File: config.mk
export PLATFORM = sky130hd
export DESIGN_NAME = utilization_dvfs_floor_governor
export DESIGN_NICKNAME = d
export VERILOG_FILES = /design/src/rtl/core/ufg_pkg.sv /design/src/rtl/core/utilization_dvfs_floor_governor.sv
export SDC_FILE = /design/constraint.sdc
export NUM_CORES = 1
export LEC_CHECK = 0
export BUFFER_PORTS_ARGS = -buffer_cell sky130_fd_sc_hd__buf_4
export CORE_ASPECT_RATIO = 1.25
export CORE_MARGIN = 3
export CORE_UTILIZATION = 60
export CTS_CLUSTER_DIAMETER = 120
export DETAILED_ROUTE_END_ITERATION = 10
export PLACE_DENSITY = 0.88
export SYNTH_ARGS = -nofsm -noshare
export SYNTH_HDL_FRONTEND = slang
export SYNTH_SLANG_ARGS = --single-unit
File: constraint.sdc
create_clock -name clk -period 16.8 [get_ports clk]
set_input_delay 0.84 -clock clk [delete_from_list [all_inputs] [get_ports clk]]
set_output_delay 0.84 -clock clk [all_outputs]
set_load 0.02 [all_outputs]
File: src/rtl/core/ufg_pkg.sv
`default_nettype none
// ----------------------------------------------------------------------------
// ufg_pkg
// Shared widths, register indexes and result packing for the utilization
// floor governor.
// ----------------------------------------------------------------------------
package ufg_pkg;

    // field widths
    localparam int unsigned SAMPLE_W    = 16;
    localparam int unsigned LEVEL_W     = 4;
    localparam int unsigned CFG_INDEX_W = 3;
    localparam int unsigned CFG_DATA_W  = 16;
    localparam int unsigned RESULT_W    = 8;

    // configuration register indexes
    typedef enum logic [CFG_INDEX_W-1:0] {
        CFG_SPIKE_THRESHOLD     = 3'd0,
        CFG_RAISE_THRESHOLD     = 3'd1,
        CFG_DROP_THRESHOLD      = 3'd2,
        CFG_BURST_HOLD_TICKS    = 3'd3,
        CFG_COOLDOWN_TICKS      = 3'd4,
        CFG_RAISE_CONFIRM_TICKS = 3'd5,
        CFG_DROP_CONFIRM_TICKS  = 3'd6,
        CFG_NORMAL_MAX_LEVEL    = 3'd7
    } cfg_reg_t;

    // result item, lowest bit first: floor_changed, floor_level, zero pad
    typedef struct packed {
        logic [RESULT_W-LEVEL_W-2:0] pad;
        logic [LEVEL_W-1:0]          floor_level;
        logic                        floor_changed;
    } result_t;

endpackage : ufg_pkg
`default_nettype wire

File: src/rtl/core/utilization_dvfs_floor_governor.sv
`default_nettype none
// ----------------------------------------------------------------------------
// utilization_dvfs_floor_governor
// Dual exponential average DVFS floor governor with spike bursts.
// ----------------------------------------------------------------------------
// One utilization sample per transaction in, one floor result per transaction
// out. The block takes a sample in every cycle in which it is ready: the
// average, burst and trend update for a sample is done in the cycle it is
// accepted and lands in the result register, so the rate is one sample per
// cycle while results are taken, and a result is valid in the cycle after its
// sample. The input side stays ready while the result register is empty or
// its result is being taken in the same cycle. Configuration writes are
// always taken and should only be made while no result is pending.
// ----------------------------------------------------------------------------
module utilization_dvfs_floor_governor #(
    parameter int unsigned LEVEL_COUNT = 16,
    parameter int unsigned BURST_STEPS = 2,
    parameter int unsigned FAST_SHIFT  = 1,
    parameter int unsigned SLOW_SHIFT  = 3
) (
    input  wire                               clk,
    input  wire                               rst_n,
    // sample stream
    input  wire                               s_axis_tvalid,
    output logic                              s_axis_tready,
    input  wire  [ufg_pkg::SAMPLE_W-1:0]      s_axis_tdata,   // [15:0] util_sample
    // result stream
    output logic                              m_axis_tvalid,
    input  wire                               m_axis_tready,
    output logic [ufg_pkg::RESULT_W-1:0]      m_axis_tdata,   // [0] floor_changed,
                                                              // [4:1] floor_level
    // configuration writes
    input  wire                               cfg_valid,
    output logic                              cfg_ready,
    input  wire  [ufg_pkg::CFG_INDEX_W-1:0]   cfg_index,
    input  wire  [ufg_pkg::CFG_DATA_W-1:0]    cfg_data
);

    localparam int unsigned SW = ufg_pkg::SAMPLE_W;
    localparam int unsigned LW = ufg_pkg::LEVEL_W;

    // highest level, clipped to the floor field
    localparam int unsigned TOP_INT = (LEVEL_COUNT - 1 > 15) ? 15 : LEVEL_COUNT - 1;
    localparam logic [LW:0] TOP     = (LW+1)'(TOP_INT);
    localparam logic [LW+1:0] BURST_ADD = (LW+2)'(BURST_STEPS);

    // configuration registers
    logic [SW-1:0] spike_threshold_reg;
    logic [SW-1:0] raise_threshold_reg;
    logic [SW-1:0] drop_threshold_reg;
    logic [SW-1:0] burst_hold_ticks_reg;
    logic [SW-1:0] cooldown_ticks_reg;
    logic [SW-1:0] raise_confirm_ticks_reg;
    logic [SW-1:0] drop_confirm_ticks_reg;
    logic [LW-1:0] normal_max_level_reg;

    // governor state
    logic [SW-1:0] fast_average_reg, fast_average_next;
    logic [SW-1:0] slow_average_reg, slow_average_next;
    logic [LW-1:0] floor_index_reg,  floor_index_next;
    logic          burst_active_reg, burst_active_next;
    logic [SW-1:0] burst_left_reg,   burst_left_next;
    logic [SW-1:0] cooldown_left_reg, cooldown_left_next;
    logic [SW-1:0] raise_count_reg,  raise_count_next;
    logic [SW-1:0] drop_count_reg,   drop_count_next;

    // result register
    logic               result_valid_reg;
    ufg_pkg::result_t   result_reg, result_next;

    logic in_accept;
    logic changed;

    // datapath intermediates
    logic signed [SW:0] fast_diff, slow_diff;
    logic signed [SW:0] trend, deviation;
    logic [SW-1:0]      raise_count_inc, drop_count_inc;
    logic [LW:0]        nmax;
    logic [LW+1:0]      burst_floor;
    logic               spike, raise_cond, drop_cond;

    assign s_axis_tready = !result_valid_reg || m_axis_tready;
    assign in_accept     = s_axis_tvalid && s_axis_tready;
    assign cfg_ready     = 1'b1;
    assign m_axis_tvalid = result_valid_reg;
    assign m_axis_tdata  = result_reg;

    // configuration write
    always_ff @(posedge clk or negedge rst_n)
    begin
        if (!rst_n)
        begin
            spike_threshold_reg     <= 16'd16384;
            raise_threshold_reg     <= 16'd45875;
            drop_threshold_reg      <= 16'd19661;
            burst_hold_ticks_reg    <= 16'd10;
            cooldown_ticks_reg      <= 16'd20;
            raise_confirm_ticks_reg <= 16'd3;
            drop_confirm_ticks_reg  <= 16'd5;
            normal_max_level_reg    <= 4'd12;
        end
        else if (cfg_valid && cfg_ready)
        begin
            unique case (ufg_pkg::cfg_reg_t'(cfg_index))
                ufg_pkg::CFG_SPIKE_THRESHOLD:     spike_threshold_reg     <= cfg_data;
                ufg_pkg::CFG_RAISE_THRESHOLD:     raise_threshold_reg     <= cfg_data;
                ufg_pkg::CFG_DROP_THRESHOLD:      drop_threshold_reg      <= cfg_data;
                ufg_pkg::CFG_BURST_HOLD_TICKS:    burst_hold_ticks_reg    <= cfg_data;
                ufg_pkg::CFG_COOLDOWN_TICKS:      cooldown_ticks_reg      <= cfg_data;
                ufg_pkg::CFG_RAISE_CONFIRM_TICKS: raise_confirm_ticks_reg <= cfg_data;
                ufg_pkg::CFG_DROP_CONFIRM_TICKS:  drop_confirm_ticks_reg  <= cfg_data;
                ufg_pkg::CFG_NORMAL_MAX_LEVEL:    normal_max_level_reg    <= cfg_data[LW-1:0];
            endcase
        end
    end

    // average update, floor-rounded arithmetic shift of the signed difference
    always_comb
    begin
        fast_diff = $signed({1'b0, s_axis_tdata}) - $signed({1'b0, fast_average_reg});
        slow_diff = $signed({1'b0, s_axis_tdata}) - $signed({1'b0, slow_average_reg});
        fast_average_next = fast_average_reg + SW'(fast_diff >>> FAST_SHIFT);
        slow_average_next = slow_average_reg + SW'(slow_diff >>> SLOW_SHIFT);
        trend     = $signed({1'b0, fast_average_next}) - $signed({1'b0, slow_average_next});
        deviation = $signed({1'b0, s_axis_tdata}) - $signed({1'b0, fast_average_next});
    end

    // burst and trend decisions
    always_comb
    begin
        nmax            = ({1'b0, normal_max_level_reg} > TOP) ? TOP
                                                               : {1'b0, normal_max_level_reg};
        burst_floor     = {2'b00, floor_index_reg} + BURST_ADD;
        spike           = !burst_active_reg && (cooldown_left_reg == '0)
                          && (deviation >= $signed({1'b0, spike_threshold_reg}));
        raise_cond      = (fast_average_next > raise_threshold_reg) && (trend > 0);
        drop_cond       = (fast_average_next < drop_threshold_reg) && (trend < 0);
        raise_count_inc = raise_count_reg + 1'b1;
        drop_count_inc  = drop_count_reg + 1'b1;

        burst_active_next  = burst_active_reg;
        burst_left_next    = burst_left_reg;
        cooldown_left_next = cooldown_left_reg;
        raise_count_next   = raise_count_reg;
        drop_count_next    = drop_count_reg;
        floor_index_next   = floor_index_reg;
        changed            = 1'b0;

        priority if (spike)
        begin
            // spike: lift the floor and start the hold
            burst_active_next = 1'b1;
            burst_left_next   = burst_hold_ticks_reg;
            raise_count_next  = '0;
            drop_count_next   = '0;
            floor_index_next  = (burst_floor > {1'b0, TOP}) ? TOP[LW-1:0]
                                                            : burst_floor[LW-1:0];
            changed           = (floor_index_next != floor_index_reg);
        end
        else if (burst_active_reg)
        begin
            // hold countdown, last tick loads the cooldown
            if (burst_left_reg <= 16'd1)
            begin
                burst_left_next    = '0;
                burst_active_next  = 1'b0;
                cooldown_left_next = cooldown_ticks_reg;
            end
            else
            begin
                burst_left_next = burst_left_reg - 1'b1;
            end
        end
        else
        begin
            if (cooldown_left_reg != '0)
            begin
                cooldown_left_next = cooldown_left_reg - 1'b1;
            end
            priority if (raise_cond)
            begin
                drop_count_next  = '0;
                raise_count_next = raise_count_inc;
                if (raise_count_inc >= raise_confirm_ticks_reg)
                begin
                    raise_count_next = '0;
                    if ({1'b0, floor_index_reg} + 1'b1 <= nmax)
                    begin
                        floor_index_next = floor_index_reg + 1'b1;
                        changed          = 1'b1;
                    end
                end
            end
            else if (drop_cond)
            begin
                raise_count_next = '0;
                drop_count_next  = drop_count_inc;
                if (drop_count_inc >= drop_confirm_ticks_reg)
                begin
                    drop_count_next = '0;
                    if (floor_index_reg != '0)
                    begin
                        floor_index_next = floor_index_reg - 1'b1;
                        changed          = 1'b1;
                    end
                end
            end
            else
            begin
                raise_count_next = '0;
                drop_count_next  = '0;
            end
        end

        result_next               = '0;
        result_next.floor_changed = changed;
        result_next.floor_level   = floor_index_next;
    end

    // state update on each accepted sample
    always_ff @(posedge clk or negedge rst_n)
    begin
        if (!rst_n)
        begin
            fast_average_reg  <= '0;
            slow_average_reg  <= '0;
            floor_index_reg   <= '0;
            burst_active_reg  <= 1'b0;
            burst_left_reg    <= '0;
            cooldown_left_reg <= '0;
            raise_count_reg   <= '0;
            drop_count_reg    <= '0;
        end
        else if (in_accept)
        begin
            fast_average_reg  <= fast_average_next;
            slow_average_reg  <= slow_average_next;
            floor_index_reg   <= floor_index_next;
            burst_active_reg  <= burst_active_next;
            burst_left_reg    <= burst_left_next;
            cooldown_left_reg <= cooldown_left_next;
            raise_count_reg   <= raise_count_next;
            drop_count_reg    <= drop_count_next;
        end
    end

    // result valid flag
    always_ff @(posedge clk or negedge rst_n)
    begin
        if (!rst_n)
        begin
            result_valid_reg <= 1'b0;
        end
        else if (in_accept)
        begin
            result_valid_reg <= 1'b1;
        end
        else if (m_axis_tready)
        begin
            result_valid_reg <= 1'b0;
        end
    end

    // result payload
    always_ff @(posedge clk)
    begin
        if (in_accept)
        begin
            result_reg <= result_next;
        end
    end

endmodule : utilization_dvfs_floor_governor
`default_nettype wire

==> reports/metrics.csv <==
stage,metric,value,unit
detailed_routing,drcViolationCount,0,
final_layout,final_cell_area,18100,um^2
setup_path,startpoint_type,register,
yosys,syn_inst,1828,
die,die-area,29400,um^2
setup_path,arrival,9910,ps
die,ios,51,
yosys,ys.flop_type,dfrtp_1,
hold_path,hold_path_class,in2async,
global_routing,grt_antenna_before_repair,0,
timing,setup_viol,0,
placement,dp_hpwl,30700,um
global_routing,grt_pass1_vias,14400,
die,core,26900,um^2
yosys,netlist_area,16400,um^2
yosys,yosys_warnings,0,
clocking,cts_setup_buffers,0,
timing,fin_worst_skew,12.3,ps
clocking,cts.clk_slew.worst_paths,70,ps
setup_path,worst_path_largest_cell_delay,950,ps
yosys,async_flop_share,97.8,%
timing,period_share,56.3,%
final_layout,fin_nets,2081,
global_routing,grtUsageTotal,28.7,%
clocking,htree_levels,1,
status,status,"complete, no violations",
yosys,ys_types,90,
clocking,holdBufCountCts,0,
timing,rsz0062_at_grt,no,
detailed_routing,dr.pass1.iters,6,
clocking,clkSinkCount,223,
yosys,synth_top_cell_area_share,28.9,%
detailed_routing,vias,13900,
timing,finalMaxSlewViolations,0,
final_layout,num_antenna_cells,0,
die,num_rows,67,
final_layout,syn_to_final_growth,9.77,%
yosys,yosysTopAreaCell,dfrtp_1,
clocking,cts_buffers,25,
die,dieHeight,191,um
setup_path,r2r_slack,7350,ps
setup_path,cp-end-kind,register,
yosys,avgSynthCellArea,9.00,um^2
job,drv_cap,0,
placement,io_buffer_count,46,
placement,gp_congestion,0.936,
detailed_routing,wl_per_cell,19.1,um
yosys,synth_most_common_cell,dfrtp_1,
detailed_routing,routed_wl,42300,um
yosys,synth_common_cells,"190 x dfrtp_1, 178 x ha_1, 171 x nand2_1",
detailed_routing,viasPerCell,6.27,
detailed_routing,ant_nets,0,
clocking,clk_latency,530,ps
setup_path,cpMostUsedCell,o21a_1,
timing,worstMarginPinSlew,1250,ps
final_layout,drive_above_1_share,13.3,%
yosys,synth_edf_count,5,
setup_path,path_class,reg2reg,
timing,finalHoldViolCount,0,
yosys,yosysSeqAreaShare,34.3,%
placement,pre_cts_slack,7240,ps
clocking,clockRootBuffer,clkbuf_16,
timing,period_needed,9450,ps
clocking,clockBufferDepth,3,
setup_path,r2r-end,raise_count_reg[11]$_DFFE_PN0P_,
setup_path,rr_worst_depth,35,
timing,final.setup.tns,0,ps
timing,fin_ws,7350,ps
yosys,synthTopCellsByArea,"dfrtp_1 29%, ha_1 14%, mux2_2 5.1%",
placement,placed_area,17100,um^2
setup_path,worstPathMaxFanout,63,
setup_path,r2r_start,fast_average_reg[1]$_DFFE_PN0P_,
timing,fmax,0.106,GHz
global_routing,grt_max_degree,80,
die,start_util,61.1,%
yosys,synth_seq_cells,223,
setup_path,slowest_stage,nor3_1,
global_routing,grt_first_pass_wirelength,70300,um
detailed_routing,first_iter_violations,994,
die,die_w,154,um
setup_path,cp.required,17260,ps
timing,holdWs,287,ps
timing,relSlewSlack,15.8,%
global_routing,grt_overflow_total,0,
clocking,cts_tree,done,
clocking,cts-resized-gates,0,
[cells in the final DEF, fill, tap and decap left out, drive strengths merged, types with 9 or more instances in the layout]
cell type    n
a21oi      108
nand2      171
dfrtp      190
mux2        74
nor2        69
clkinv      11
nand2b      46
inv        163
a31oi       14
nand4       19
xnor2       64
nand3       39
o21ai      182
nor4        14
buf         61
ha         178
nor3        56
o31ai        9
clkbuf      26
and3        18
a22oi       14
or3         25
o21bai       9
o211ai       9
a211oi      14
nor2b       25
dfstp       28
xor2        36
o21a        22
a21o        40
a22o        11
[layout make-up]
type	instances	area, um^2
Multi-Input combinational cell	1386	9980
Fill cell	2006	8860
Sequential cell	223	5640
Clock buffer	26	639
Inverter	161	604
Timing Repair Buffer	61	465
Tap cell	345	432
Clock inverter	20	289
[cells by family (layout without fill, tap and decap cells)]
kind of cell             after synthesis  after routing  share of synthesized area [%]
multiplexers                          74             74                           5.07
XOR/XNOR                             100            100                           5.49
buffers and inverters                221            268                           5.19
flip-flops                           223            223                           34.3
AO/OA/AOI/OAI                        499            499                           19.6
AND/OR/NAND/NOR                      520            520                           15.8
adder cells (fa/ha/maj)              189            189                           14.5
other                                  2              4                         0.0457
[how the worst max path moves through the flow]
stage	slack, ps	to	startpoint	cells past startpoint
final	7350	raise_count_reg[11]$_DFFE_PN0P_	fast_average_reg[1]$_DFFE_PN0P_	35
after global routing	6770	raise_count_reg[3]$_DFFE_PN0P_	fast_average_reg[1]$_DFFE_PN0P_	35
after CTS	7470	raise_count_reg[3]$_DFFE_PN0P_	fast_average_reg[1]$_DFFE_PN0P_	35
after detailed placement	7240	raise_count_reg[15]$_DFFE_PN0P_	s_axis_tdata[1]	35
after global placement	7630	raise_count_reg[11]$_DFFE_PN0P_	s_axis_tdata[1]	35
after floorplan	9150	raise_count_reg[5]$_DFFE_PN0P_	s_axis_tdata[1]	35
[stage by stage]
stage / instances / utilization, %
final: 2222 / 67.1
after global routing: 2222 / 67.1
after CTS: 2222 / 67.1
after detailed placement: 2176 / 63.6
after global placement: 2176 / 63.6
after floorplan: 1830 / -
[routing by layer]
metal	wire [um]	GRT usage, %	vias to the layer above
li1	-	-	6584
met1	16400	34.1	6701
met2	21000	51.5	501
met3	2560	3.42	153
met4	2280	13.5	0
met5	0	0	-
[worst max-delay path: cells and delay by family, from the launching register on]
family	cells	cell delay (ps)
xor gates and xnor gates	3	910
and+or+nand+nor	5	1960
DFF	1	440
buffers and inverters	4	590
adders and majority gates	4	1280
AOI/OAI and AO/OA	19	4150
Power is not shown: default switching activity piles up to over one toggle a cycle in this logic, so the estimate is an artifact.
